`src/sv/fastq_record_framer_defines.svh`:
```
// Assertion macros shared by the fastq record framer RTL
`ifndef FASTQ_RECORD_FRAMER_DEFINES_SVH
`define FASTQ_RECORD_FRAMER_DEFINES_SVH

// check a condition in the same cycle as its trigger
`define FQF_ASSERT_NOW(lbl, ante, cons, msg) \
  lbl: assert property (@(posedge clk) disable iff (!rst_n) (ante) |-> (cons)) \
    else $error(msg);

// check a condition in the cycle after its trigger
`define FQF_ASSERT_NEXT(lbl, ante, cons, msg) \
  lbl: assert property (@(posedge clk) disable iff (!rst_n) (ante) |=> (cons)) \
    else $error(msg);

`endif

```
`src/sv/fqf_pkg.sv`:
```
// Package with types and constants of the fastq record framer
`timescale 1ns / 1ps
package fqf_pkg;

  localparam logic [7:0] CH_AT    = 8'h40;
  localparam logic [7:0] CH_NL    = 8'h0A;
  localparam logic [7:0] CH_DOT   = 8'h2E;
  localparam logic [7:0] CH_SPACE = 8'h20;

  localparam logic [15:0] FIELD16_MAX = 16'hFFFF;
  localparam logic [17:0] FIELD18_MAX = 18'h3FFFF;

  localparam int OUT_TDATA_W = 120;

  typedef enum logic [1:0] {
    STAT_OK        = 2'd0,
    STAT_BAD_START = 2'd1,
    STAT_MISMATCH  = 2'd2,
    STAT_TRUNC     = 2'd3
  } status_t;

  typedef enum logic [2:0] {
    ST_IDLE    = 3'b001,
    ST_REC     = 3'b010,
    ST_DISCARD = 3'b100
  } state_t;

  typedef struct packed {
    status_t     status;
    logic [15:0] id_line_len;
    logic [15:0] seq_line_len;
    logic [15:0] plus_line_len;
    logic [15:0] qual_line_len;
    logic [17:0] record_len;
    logic [15:0] tag_offset;
    logic [15:0] tag_len;
  } res_t;

endpackage

```
`src/sv/fqf_parser.sv`:
```
// Record parser: per-byte state update and result formation
`timescale 1ns / 1ps
`include "fastq_record_framer_defines.svh"
module fqf_parser #(
  parameter int LEN_BITS = 16
) (
  input  logic                clk,
  input  logic                rst_n,
  input  logic                adv,
  input  logic [7:0]          in_byte,
  input  logic                in_last,
  output logic                res_valid,
  output fqf_pkg::res_t       res
);

  localparam int AW = LEN_BITS + 2;
  localparam int XW = (LEN_BITS > 16) ? LEN_BITS : 16;
  localparam int TW = (AW > 18) ? AW : 18;
  localparam logic [LEN_BITS-1:0] LEN_MAX = {LEN_BITS{1'b1}};

  fqf_pkg::state_t       state_r, state_nxt;
  logic [1:0]            line_idx_r, line_idx_nxt;
  logic [LEN_BITS-1:0]   line_cnt_r, line_cnt_nxt;
  logic [LEN_BITS-1:0]   len_r [3];
  logic [LEN_BITS-1:0]   len_nxt [3];
  logic [AW-1:0]         acc_r, acc_nxt;
  logic                  dot_seen_r, dot_seen_nxt;
  logic [LEN_BITS-1:0]   dot_off_r, dot_off_nxt;
  logic [LEN_BITS-1:0]   dot_len_r, dot_len_nxt;
  logic                  dot_closed_r, dot_closed_nxt;
  logic [LEN_BITS-1:0]   at_len_r, at_len_nxt;
  logic                  at_closed_r, at_closed_nxt;

  logic                  clr;
  logic                  start;
  logic [LEN_BITS-1:0]   lc_inc;
  logic [AW-1:0]         total;
  logic [TW-1:0]         total_ext;
  logic                  mismatch;
  logic                  is_nl;
  logic                  is_sp;

  function automatic logic [15:0] clip16(input logic [LEN_BITS-1:0] v);
    logic [XW-1:0] e;
    e = XW'(v);
    return (e > XW'(fqf_pkg::FIELD16_MAX)) ? fqf_pkg::FIELD16_MAX : e[15:0];
  endfunction

  function automatic logic [LEN_BITS-1:0] sat_inc(input logic [LEN_BITS-1:0] v);
    return (v == LEN_MAX) ? v : v + 1'b1;
  endfunction

  assign lc_inc    = sat_inc(line_cnt_r);
  assign total     = acc_r + AW'(lc_inc);
  assign total_ext = TW'(total);
  assign mismatch  = (lc_inc != len_r[1]);
  assign is_nl     = (in_byte == fqf_pkg::CH_NL);
  assign is_sp     = (in_byte == fqf_pkg::CH_SPACE);

  always_comb begin
    state_nxt      = state_r;
    line_idx_nxt   = line_idx_r;
    line_cnt_nxt   = line_cnt_r;
    len_nxt        = len_r;
    acc_nxt        = acc_r;
    dot_seen_nxt   = dot_seen_r;
    dot_off_nxt    = dot_off_r;
    dot_len_nxt    = dot_len_r;
    dot_closed_nxt = dot_closed_r;
    at_len_nxt     = at_len_r;
    at_closed_nxt  = at_closed_r;
    clr            = 1'b0;
    start          = 1'b0;
    res_valid      = 1'b0;
    res            = '0;
    if (adv) begin
      unique case (state_r)
        fqf_pkg::ST_DISCARD: begin
          if (in_last) begin
            state_nxt = fqf_pkg::ST_IDLE;
          end
        end
        fqf_pkg::ST_IDLE: begin
          clr = 1'b1;
          if (in_byte != fqf_pkg::CH_AT) begin
            res_valid  = 1'b1;
            res.status = fqf_pkg::STAT_BAD_START;
            state_nxt  = in_last ? fqf_pkg::ST_IDLE : fqf_pkg::ST_DISCARD;
          end else if (in_last) begin
            res_valid  = 1'b1;
            res.status = fqf_pkg::STAT_TRUNC;
          end else begin
            start     = 1'b1;
            state_nxt = fqf_pkg::ST_REC;
          end
        end
        fqf_pkg::ST_REC: begin
          if (line_idx_r == 2'd0) begin
            if (is_nl || is_sp) begin
              at_closed_nxt = 1'b1;
              if (dot_seen_r) begin
                dot_closed_nxt = 1'b1;
              end
            end else begin
              if (!at_closed_r) begin
                at_len_nxt = sat_inc(at_len_r);
              end
              if (dot_seen_r) begin
                if (!dot_closed_r) begin
                  dot_len_nxt = sat_inc(dot_len_r);
                end
              end else if (in_byte == fqf_pkg::CH_DOT) begin
                dot_seen_nxt = 1'b1;
                dot_off_nxt  = lc_inc;
                dot_len_nxt  = '0;
              end
            end
          end
          line_cnt_nxt = lc_inc;
          if (is_nl && line_idx_r == 2'd3) begin
            res_valid         = 1'b1;
            res.status        = mismatch ? fqf_pkg::STAT_MISMATCH : fqf_pkg::STAT_OK;
            res.id_line_len   = clip16(len_r[0]);
            res.seq_line_len  = clip16(len_r[1]);
            res.plus_line_len = clip16(len_r[2]);
            res.qual_line_len = clip16(lc_inc);
            res.record_len    = (total_ext > TW'(fqf_pkg::FIELD18_MAX)) ?
                                fqf_pkg::FIELD18_MAX : total_ext[17:0];
            res.tag_offset    = dot_seen_r ? clip16(dot_off_r) : 16'd1;
            res.tag_len       = dot_seen_r ? clip16(dot_len_r) : clip16(at_len_r);
            clr               = 1'b1;
            state_nxt         = (mismatch && !in_last) ? fqf_pkg::ST_DISCARD :
                                fqf_pkg::ST_IDLE;
          end else begin
            if (is_nl) begin
              len_nxt[line_idx_r] = lc_inc;
              acc_nxt             = acc_r + AW'(lc_inc);
              line_idx_nxt        = line_idx_r + 2'd1;
              line_cnt_nxt        = '0;
            end
            if (in_last) begin
              res_valid  = 1'b1;
              res.status = fqf_pkg::STAT_TRUNC;
              clr        = 1'b1;
              state_nxt  = fqf_pkg::ST_IDLE;
            end
          end
        end
        default: begin
          state_nxt = fqf_pkg::ST_IDLE;
        end
      endcase
    end
    if (clr) begin
      line_idx_nxt   = '0;
      line_cnt_nxt   = start ? LEN_BITS'(1) : '0;
      len_nxt[0]     = '0;
      len_nxt[1]     = '0;
      len_nxt[2]     = '0;
      acc_nxt        = '0;
      dot_seen_nxt   = 1'b0;
      dot_off_nxt    = '0;
      dot_len_nxt    = '0;
      dot_closed_nxt = 1'b0;
      at_len_nxt     = '0;
      at_closed_nxt  = 1'b0;
    end
  end

  always_ff @(posedge clk) begin
    if (!rst_n) begin
      state_r      <= fqf_pkg::ST_IDLE;
      line_idx_r   <= '0;
      line_cnt_r   <= '0;
      len_r[0]     <= '0;
      len_r[1]     <= '0;
      len_r[2]     <= '0;
      acc_r        <= '0;
      dot_seen_r   <= 1'b0;
      dot_off_r    <= '0;
      dot_len_r    <= '0;
      dot_closed_r <= 1'b0;
      at_len_r     <= '0;
      at_closed_r  <= 1'b0;
    end else begin
      state_r      <= state_nxt;
      line_idx_r   <= line_idx_nxt;
      line_cnt_r   <= line_cnt_nxt;
      len_r        <= len_nxt;
      acc_r        <= acc_nxt;
      dot_seen_r   <= dot_seen_nxt;
      dot_off_r    <= dot_off_nxt;
      dot_len_r    <= dot_len_nxt;
      dot_closed_r <= dot_closed_nxt;
      at_len_r     <= at_len_nxt;
      at_closed_r  <= at_closed_nxt;
    end
  end

  `FQF_ASSERT_NOW(a_discard_silent, adv && state_r == fqf_pkg::ST_DISCARD, !res_valid, "result while discarding")
  `FQF_ASSERT_NOW(a_ok_lengths, res_valid && res.status == fqf_pkg::STAT_OK, res.seq_line_len == res.qual_line_len, "ok record with unequal lengths")
  `FQF_ASSERT_NOW(a_line_in_rec, line_idx_r != 2'd0, state_r == fqf_pkg::ST_REC, "line index set outside a record")
  `FQF_ASSERT_NEXT(a_bad_start_drop, adv && state_r == fqf_pkg::ST_IDLE && in_byte != fqf_pkg::CH_AT && !in_last, state_r == fqf_pkg::ST_DISCARD, "bad start did not enter discard")

endmodule

```
`src/sv/fqf_out_reg.sv`:
```
// Result register holding one item for the output channel
`timescale 1ns / 1ps
module fqf_out_reg (
  input  logic          clk,
  input  logic          rst_n,
  input  logic          res_valid,
  input  fqf_pkg::res_t res,
  input  logic          out_tready,
  output logic          out_valid,
  output fqf_pkg::res_t out_res
);

  logic          valid_r, valid_nxt;
  fqf_pkg::res_t res_r;

  assign valid_nxt = res_valid || (valid_r && !out_tready);
  assign out_valid = valid_r;
  assign out_res   = res_r;

  always_ff @(posedge clk) begin
    if (!rst_n) begin
      valid_r <= 1'b0;
    end else begin
      valid_r <= valid_nxt;
    end
  end

  always_ff @(posedge clk) begin
    if (res_valid) begin
      res_r <= res;
    end
  end

endmodule

```
`src/sv/fastq_record_framer.sv`:
```
// Top level of the fastq record framer
//
// Input channel in_*: one text byte per item in in_tdata, in_tlast marks the
// final byte of a buffer. Output channel out_*: one item per finished record
// (fourth newline), per bad start character, or per record cut short by
// in_tlast; out_tuser carries the status, out_tdata the line lengths, the
// total length and the identifier tag position.
// A result appears on out_tvalid once its closing byte has been accepted
// and has passed the input register, then the result register.
// Throughput: one byte per cycle unless the output stalls; every byte passes
// one input register and a single pass of counter and compare logic.
// Stall: while an unread result waits, the parser holds the byte in the
// input register and in_tready drops; the input register still takes a byte
// when it is empty, and everything moves on the cycle out_tready rises.
// Reset: rst_n low clears both registers' valid flags and the parser, which
// then waits for the '@' that opens a record.
`timescale 1ns / 1ps
module fastq_record_framer #(
  parameter int LEN_BITS = 16
) (
  input  logic                               clk,
  input  logic                               rst_n,
  input  logic                               in_tvalid,
  output logic                               in_tready,
  input  logic [7:0]                         in_tdata,  // [7:0] data_byte
  input  logic                               in_tlast,
  output logic                               out_tvalid,
  input  logic                               out_tready,
  // [15:0] id_line_len, [31:16] seq_line_len, [47:32] plus_line_len,
  // [63:48] qual_line_len, [81:64] record_len, [97:82] tag_offset,
  // [113:98] tag_len, [119:114] zero
  output logic [fqf_pkg::OUT_TDATA_W-1:0]    out_tdata,
  output logic [1:0]                         out_tuser  // [1:0] status
);

  logic          in_vld_r, in_vld_nxt;
  logic [7:0]    in_byte_r;
  logic          in_last_r;
  logic          adv;
  logic          in_acc;
  logic          res_valid;
  fqf_pkg::res_t res;
  fqf_pkg::res_t out_res;

  assign adv        = in_vld_r && (!out_tvalid || out_tready);
  assign in_tready  = !in_vld_r || adv;
  assign in_acc     = in_tvalid && in_tready;
  assign in_vld_nxt = in_acc || (in_vld_r && !adv);

  always_ff @(posedge clk) begin
    if (!rst_n) begin
      in_vld_r <= 1'b0;
    end else begin
      in_vld_r <= in_vld_nxt;
    end
  end

  always_ff @(posedge clk) begin
    if (in_acc) begin
      in_byte_r <= in_tdata;
      in_last_r <= in_tlast;
    end
  end

  fqf_parser #(
    .LEN_BITS (LEN_BITS)
  ) u_parser (
    .clk       (clk),
    .rst_n     (rst_n),
    .adv       (adv),
    .in_byte   (in_byte_r),
    .in_last   (in_last_r),
    .res_valid (res_valid),
    .res       (res)
  );

  fqf_out_reg u_out_reg (
    .clk        (clk),
    .rst_n      (rst_n),
    .res_valid  (res_valid),
    .res        (res),
    .out_tready (out_tready),
    .out_valid  (out_tvalid),
    .out_res    (out_res)
  );

  assign out_tuser = out_res.status;
  assign out_tdata = {6'd0, out_res.tag_len, out_res.tag_offset, out_res.record_len,
                      out_res.qual_line_len, out_res.plus_line_len,
                      out_res.seq_line_len, out_res.id_line_len};

endmodule
```
`config.mk`:
```
export PLATFORM = sky130hd
export DESIGN_NAME = fastq_record_framer
export DESIGN_NICKNAME = d
export VERILOG_FILES = /design/src/sv/fqf_pkg.sv /design/src/sv/fqf_parser.sv /design/src/sv/fqf_out_reg.sv /design/src/sv/fastq_record_framer.sv
export VERILOG_INCLUDE_DIRS = /design/src /design/src/sv
export SDC_FILE = /design/constraint.sdc
export NUM_CORES = 1
export LEC_CHECK = 0
export ABC_AREA = 1
export BUFFER_PORTS_ARGS = -buffer_cell sky130_fd_sc_hd__clkbuf_2
export CAP_MARGIN = 10
export CORE_MARGIN = 1
export CORE_UTILIZATION = 53
export CTS_CLUSTER_SIZE = 10
export DETAILED_ROUTE_END_ITERATION = 10
export HOLD_SLACK_MARGIN = 0.15
export PLACE_DENSITY = 0.81
export SLEW_MARGIN = 20
export SYNTH_ARGS = -nofsm -noshare
export SYNTH_HDL_FRONTEND = slang
export SYNTH_HIERARCHICAL = 1
export SYNTH_SLANG_ARGS = --single-unit
```
`constraint.sdc`:
```
create_clock -name clk -period 4.84 [get_ports clk]
set_clock_uncertainty 0.1 [all_clocks]
set_input_delay 1.21 -clock clk [delete_from_list [all_inputs] [get_ports clk]]
set_output_delay 1.21 -clock clk [all_outputs]
set_load 0.02 [all_outputs]
```
=== After elaboration in Yosys (flattened, before gate mapping) ===
Cells that the tools add are included.

* Magnitude comparators: 10
* Shifts and indexed selects: 0
* Bitwise operators: 7
* Reductions and logical operators: 33
* Mux-type cells: 49
* Divide/modulo/power cells: 0
* Multiply operators: 0
* Eq/ne operators: 15
* $add $sub $neg: 5

{| class="wikitable"
|+ Operators with widths
! operator !! count
|-
| 16-bit 2-to-1 mux || 19
|-
| 16-bit > comparator, second input constant || 7
|-
| 16-bit by 1-bit adder with 16-bit output, second input constant || 3
|-
| 48-bit bitwise mux || 1
|-
| 16-bit equality test, second input constant || 3
|-
| 16-bit demux with 2-bit select || 1
|-
| 18-bit by 16-bit adder with 18-bit output || 1
|-
| 18-bit > comparator, second input constant || 1
|-
| 18-bit 2-to-1 mux || 1
|-
| 3-bit 2-to-1 mux || 6
|-
| 8-bit by 6-bit equality test with 1-bit output, second input constant || 2
|-
| 16-bit != test || 1
|-
| 4-bit AND reduction || 4
|-
| 1-bit 2-to-1 mux || 13
|-
| 6-bit AND reduction || 2
|-
| 3-bit case mux with 3 select lines || 1
|-
| 8-bit by 4-bit equality test with 1-bit output, second input constant || 1
|-
| 2-bit 2-to-1 mux || 4
|-
| 8-bit by 7-bit != test with 1-bit output, second input constant || 1
|-
| 1-bit logical AND || 7
|-
| 7-bit AND reduction || 1
|-
| 1-bit NOT || 6
|-
| 2-bit nonzero test || 3
|-
| 1-bit zero test || 5
|-
| other kinds (18) || 25
|}

* Register bits: 265
* Bits in latches: 0
* Input port bits: 13
* Word-level logic and storage cells: 145
* Memories: 0
* Output and inout bits: 124
* RAM bits: 0
* Bits in read-only memories: 0

=== Logic depth before layout (Yosys ltp) ===
* Depth in word-level cells: 7
* Depth in mapped cells: 22

=== Hierarchy ===
Netlist, hierarchy kept.

{| class="wikitable"
|+ Modules (own cells, without submodules)
! module !! sequential area each (um2) !! times used !! area each (um2) !! cells each
|-
| fqf_parser || 2762.6 || 1 || 8056.5 || 1241
|-
| fqf_out_reg || 3503.4 || 1 || 3527.1 || 122
|-
| fastq_record_framer || 290.3 || 1 || 384.1 || 25
|}

=== Worst setup path before layout ===
Ideal clock, no wire load.

* Kind: in2reg
* Start: input port out_tready
* End: register u_out_reg.valid_r (netlist: u_out_reg/out_valid)
* Setup slack: -0.039 ns
* Library setup time: 0.072 ns
* Stages on the path: 8
* Data arrival time: 4.707 ns
* Buffers on the path: 0
* Cell sequence: inv_1 -> a21boi_0 -> inv_1 -> nor2_1 -> nand2_1 -> nand2_1 -> inv_1 -> a21oi_2

* Word-level cells in the longest chain between the ends: 4
* Elaborated cells between the ends (all ways): 6

{| class="wikitable"
|+ Ends and longest elaborated chain
! item !! line !! source
|-
| start: declaration || fastq_record_framer.sv:28 || <nowiki>input logic out_tready,</nowiki>
|-
| 1-bit logical OR || fastq_record_framer.sv:45 || <nowiki>assign adv = in_vld_r && (!out_tvalid || out_tready);</nowiki>
|-
| 1-bit logical AND || fastq_record_framer.sv:45 ||
|-
| named net adv || fastq_record_framer.sv:39 || <nowiki>logic adv;</nowiki>
|-
| 1-bit 2-to-1 mux || fqf_parser.sv:76 || <nowiki>if (adv) begin</nowiki>
|-
| named net res_valid || fastq_record_framer.sv:41 || <nowiki>logic res_valid;</nowiki>
|-
| 1-bit logical OR || fqf_out_reg.sv:16 || <nowiki>assign valid_nxt = res_valid || (valid_r && !out_tready);</nowiki>
|-
| end signal: assignment || fqf_out_reg.sv:24 || <nowiki>valid_r <= valid_nxt;</nowiki>
|-
| end: declaration || fqf_out_reg.sv:13 || <nowiki>logic valid_r, valid_nxt;</nowiki>
|}

The timed path passes the listed nets, and every way through them passes these cells.
A chain may end at the register's enable or synchronous reset.

=== Worst setup path in the final report ===
* Start: register u_parser.line_cnt_r[0]
* End: register u_out_reg.res_r (netlist bit u_out_reg/out_res[44]), data pin

* Word-level cells in the longest chain between the ends: 5
* Elaborated cells between the ends (all ways): 6

{| class="wikitable"
|+ Ends and longest elaborated chain
! item !! line !! source
|-
| start: declaration || fqf_parser.sv:23 || <nowiki>logic [LEN_BITS-1:0] line_cnt_r, line_cnt_nxt;</nowiki>
|-
| start signal: assignment || fqf_parser.sv:188 || <nowiki>line_cnt_r <= line_cnt_nxt;</nowiki>
|-
| 16-bit by 1-bit adder with 16-bit output / 16-bit equality test (equally long branches) || fqf_parser.sv:50 || <nowiki>return (v == LEN_MAX) ? v : v + 1'b1;</nowiki>
|-
| 16-bit 2-to-1 mux * || fqf_parser.sv:50 ||
|-
| named net u_parser.lc_inc[0] || fqf_parser.sv:36 || <nowiki>logic [LEN_BITS-1:0] lc_inc;</nowiki>
|-
| 18-bit by 16-bit adder with 18-bit output * || fqf_parser.sv:54 || <nowiki>assign total = acc_r + AW'(lc_inc);</nowiki>
|-
| 18-bit > comparator || fqf_parser.sv:127 || <nowiki>res.record_len = (total_ext > TW'(fqf_pkg::FIELD18_MAX)) ?</nowiki>
|-
| 18-bit 2-to-1 mux * || fqf_parser.sv:127 ||
|-
| end signal: assignment || fqf_out_reg.sv:30 || <nowiki>res_r <= res;</nowiki>
|-
| end: declaration || fqf_out_reg.sv:14 || <nowiki>fqf_pkg::res_t res_r;</nowiki>
|}

Mark *: on every way through the listed nets, which the timed path passes. The rest lies on a longest branch.

==> results.txt <==
Setup repair after global routing left no endpoint under its margin. The number of enable flip-flop cells after synthesis came out at 125. The clock tree from TritonCTS is done. The cell type group with the largest total delay on the critical path is compound AO/OA/AOI/OAI gates. The sequential cells in the finished layout cover a total of 6560 um2. The number of H-tree levels is 1. The checks that failed: DRC. The path type of the worst setup path is reg -> reg. In this run the worst path has a maximum fanout of 22. The total track usage is 0.239. The endpoint type of the worst setup path is a flip-flop. After synthesis, the largest family of logic cells by area is simple AND/OR/NAND/NOR gates. The worst path needs 4260 ps of the cycle, external delays included. The overall die area is 23,200 um2. In this run the worst setup path begins at u_parser/line_cnt_r[0]$_SDFFE_PN0P_.

The worst slack at placement is 435 ps. Routability-driven placement finished with a final weighted congestion of ~0.91. The cts-stage hold buffer count came out at 0.

The delay of the slowest critical-path stage came out at 420 ps. The clock-pin slew on the worst setup and hold paths came out at 60 ps. The total routed wirelength came out at 27,800 um. The arrival time reported for the critical path endpoint came out at about 4600 ps. The share of the synthesized area in the top cell type came out at 0.314. The buffer depth of the longest clock path is 3.

The number of nets in the layout is 1,548. The leakage power total is 0.00516 uW. The startpoint class of the critical path is a flip-flop. In the final routed layout, each cell accounts on average for 15.3 um. The final count of hold timing violations is 0. The total clock sinks came out at about 270.

Relative to the synthesized area, the layout overhead comes to 14.8%. The area taken by multi-input logic gates came out at about 4400 um2. The final max-slew violation count came out at 0. The layout has 1,839 filler cells. Of the total synthesized cell area, the portion taken by full adders, half adders and majority gates is 0.0257. Counting stages on the worst path, the most repeated cell is sky130_fd_sc_hd__nand2_1. The core outline area is 22,000 um2. The number of buffers created by CTS came out at 31. The flow ran to the end, but the final reports show violations. The parity-gate share of the synthesized area counting xor and xnor cells came out at 0.0168. At the worst endpoint, the required time is about 5100 ps. The launch point of the worst hold path is u_parser/dot_closed_r$_SDFFE_PP0P_. Dividing total power by cell area gives a power density of 345 nW/um2. The number of cells after detailed placement is between 1.5k and 2k. After technology mapping, the gate count stands at 1,388. The minimum setup slack in the final design is roughly 580 ps. The share of the clock period used by the worst path after layout is 0.881. Sorting the synthesized cells by how often they occur yields sky130_fd_sc_hd__nand2_1, sky130_fd_sc_hd__inv_1, sky130_fd_sc_hd__nor2_1, sky130_fd_sc_hd__a21oi_1, sky130_fd_sc_hd__dfxtp_1.

The share of total power dissipated in sequential elements is 0.512. The via count of the first global-routing pass came out at roughly 9.1k. The most frequently used cell type in the post-synthesis netlist is sky130_fd_sc_hd__nand2_1. The proportion of power drawn by the clock network came out at 0.440. The first-pass GRT wire length came out at 45,000 um. The number of warnings printed during yosys synthesis is 6. The post-route antenna net violation count is 0.

The number of antenna diodes in the final layout is 0. The initial utilization of the core area, before any placement, comes to 0.545. The maximum operating frequency came out at 235 MHz.

The area fraction in compound gates after synthesis came out at 0.131. The routed via count divided by cell count is 5.30. The worst hold path belongs to the class reg -> reg.

The synthesized area came out at ~12,000 um2. Of the total synthesized cell area, the portion taken by AND, OR, NAND and NOR gates is 0.192. Row generation in the floorplan step produced 54 rows. The number of DRC markers in iteration 0 is 788. The count of port buffers added during placement came out at 130. The headroom to the max-slew limit came out at 0.313. Entering global routing, the biggest net connects 93 pins.

The signal on the critical path passes through ha_1 > nand2_1 > nor2_2 > nand2_2 > nor2_4 > inv_4 > nand2_1 > nand2_1 > inv_1 > ha_1 > fa_1 > a21oi_1 > o21bai_1 > a21boi_0 > o21ai_1 > a21boi_0 > o21ai_0 > or2_1 > a21oi_1. Summed over all nets, the switching power comes to 1060 uW. The cell-internal power is 3680 uW.

The number of search-and-repair iterations in the first detailed-routing pass came out at 9. The post-layout utilization of the core came out at 0.625. The average footprint of a synthesized cell is 8.62 um2. The count of max-cap constraint violations is 0. The y dimension of the die came out at 152 um. The maximum resistive drop on vdd is 0.000260 V. The via total after detailed routing is 9,619.

The portion of total power attributed to combinational logic came out at 0.048. The fraction of layout cells with a size suffix above 1 came out at 0.139. The share of async-settable or async-resettable flops after synthesis came out at 0.

The measured slew at the worst slew-check pin came out at 1030 ps. The clock latency on the worst-skew pair came out at roughly 560 ps. The multiplexer share of the synthesized area is 0. The remaining routing DRC violations is 8. For this run, the leading register cell type out of synthesis is sky130_fd_sc_hd__dfxtp_1. The dominant cell type by area after synthesis is sky130_fd_sc_hd__edfxtp_1.

The share of the yosys chip area belonging to registers came out at 0.548. Counting both buffers and inverters, the worst setup path holds a total of 2. Setup slack on the worst reg-to-reg path comes out at 580 ps. The placed wire-length estimate after detailed placement is 19,100 um. The number of distinct library cells after synthesis came out at 49. By area the synthesized netlist is led by sky130_fd_sc_hd__edfxtp_1, sky130_fd_sc_hd__dfxtp_1, sky130_fd_sc_hd__nand2_1. The die width is approximately 150 um.

The largest individual stage delay along the critical path comes from the cell sky130_fd_sc_hd__fa_1. The fraction of power spent switching nets is 0.224. The setup-violating endpoint count in the final report is 0.

The launch instance of the worst register-to-register path is u_parser/line_cnt_r[0]$_SDFFE_PN0P_. The sum of negative setup slack is 0 ps. The overflow left after global routing is 0. 137 I/O pins were placed. The tree is rooted in a sky130_fd_sc_hd__clkbuf_16. For this run, the number of standard cells in the final layout without fillers is 1,816.

The initial antenna violation count is 0. The number of flip-flops and latches in the synthesized netlist is 265.
[power groups by stage]
stage	Combinational (uW)	Clock (uW)	Sequential [uW]
floorplan	72.5	0	2550
global placement	226	0	2480
detailed placement	229	0	2480
CTS	230	2120	2430
global route	245	2210	2440
finish	227	2090	2430
[path summary, 6_finish.rpt]
| kind | end | cells past startpoint |
|---|---|---|
| setup / recovery | u_out_reg/out_res[44]$_DFFE_PP_ | 19 |
| hold / removal | u_parser/dot_closed_r$_SDFFE_PP0P_ | 2 |
| setup reg to reg | u_out_reg/out_res[44]$_DFFE_PP_ | 19 |
| hold reg to reg | u_parser/dot_closed_r$_SDFFE_PP0P_ | 2 |
[flip-flops by register name, summed over array words and instances (netlist names), 2 cells and up]
signal               flops
u_out_reg/out_res      116
u_parser/len_r          48
u_parser/acc_r          18
u_parser/at_len_r       16
u_parser/dot_len_r      16
u_parser/dot_off_r      16
u_parser/line_cnt_r     16
in_byte_r                8
u_parser/state_r         3
u_parser/line_idx_r      2
[metal layers]
layer | track usage | wire, um | vias up
li1 | - | - | 4817
met1 | 0.322 | 12400 | 4445
met2 | 0.398 | 13000 | 297
met3 | 0.0344 | 1660 | 60
met4 | 0.0797 | 764 | 0
met5 | 0 | 0 | -
[kinds of logic (layout without fill, tap and decap cells)]
kind of cell / count (synthesis) / count (layout)
other: 1 / 6
flip-flops: 265 / 265
adder cells (fa/ha/maj): 24 / 24
AO/OA/AOI/OAI: 290 / 290
AND/OR/NAND/NOR: 526 / 526
buffers and inverters: 259 / 402
XOR/XNOR: 23 / 23
[what timing repair did]
item,4_1_cts,5_1_grt
setup buffers,0,0
setup endpoints to repair,0,1
resized for setup,0,2
[tightest hold or removal path, delay by kind of cell, from the launching register on]
| family | cells | cell delay, ps |
|---|---|---|
| AOI/OAI and AO/OA | 1 | 50 |
| DFF | 1 | 300 |
| buffers and inverters | 1 | 40 |
[area by class of cell]
| type | instances | area share |
|---|---|---|
| timing repair buffer | 140 | 0.0537 |
| clock inverter | 3 | 0.00228 |
| sequential | 265 | 0.477 |
| tap | 280 | 0.0255 |
| multi-input combinational | 869 | 0.321 |
| inverter | 204 | 0.0559 |
| clock buffer | 55 | 0.0638 |
[per-stage QoR]
stage / cell area (um2) / hold WS (ps) / power (uW)
after floorplan: 12000 / 322 / 2630
after global placement: 12800 / 331 / 2700
after detailed placement: 12800 / 339 / 2710
after CTS: 13700 / 346 / 4780
after global routing: 13700 / 382 / 4890
final: 13700 / 341 / 4740
[cells in the final DEF, fill, tap and decap left out, types with 3 or more instances in the layout]
cell	n
sky130_fd_sc_hd__nand2_4	6
sky130_fd_sc_hd__ha_1	23
sky130_fd_sc_hd__inv_1	196
sky130_fd_sc_hd__nor2_1	176
sky130_fd_sc_hd__clkbuf_2	130
sky130_fd_sc_hd__a21boi_0	3
sky130_fd_sc_hd__a211oi_1	19
sky130_fd_sc_hd__nand2_1	217
sky130_fd_sc_hd__nor3_1	18
sky130_fd_sc_hd__nand3_1	53
sky130_fd_sc_hd__a31oi_1	4
sky130_fd_sc_hd__conb_1	6
sky130_fd_sc_hd__nor3b_1	3
sky130_fd_sc_hd__a21oi_1	143
sky130_fd_sc_hd__o21a_1	3
sky130_fd_sc_hd__nand3_2	5
sky130_fd_sc_hd__inv_2	5
sky130_fd_sc_hd__buf_4	9
sky130_fd_sc_hd__o21ai_0	98
sky130_fd_sc_hd__xor2_1	17
sky130_fd_sc_hd__clkbuf_16	31
sky130_fd_sc_hd__dfxtp_1	140
sky130_fd_sc_hd__nor2_4	4
sky130_fd_sc_hd__nor2_2	3
sky130_fd_sc_hd__edfxtp_1	125
sky130_fd_sc_hd__nand4_1	23
sky130_fd_sc_hd__o21bai_1	4
sky130_fd_sc_hd__xnor2_1	6
sky130_fd_sc_hd__nand2_2	8
sky130_fd_sc_hd__clkbuf_1	23
sky130_fd_sc_hd__nor4_1	4
sky130_fd_sc_hd__o211ai_1	4
(Power assumes the default switching activity.)
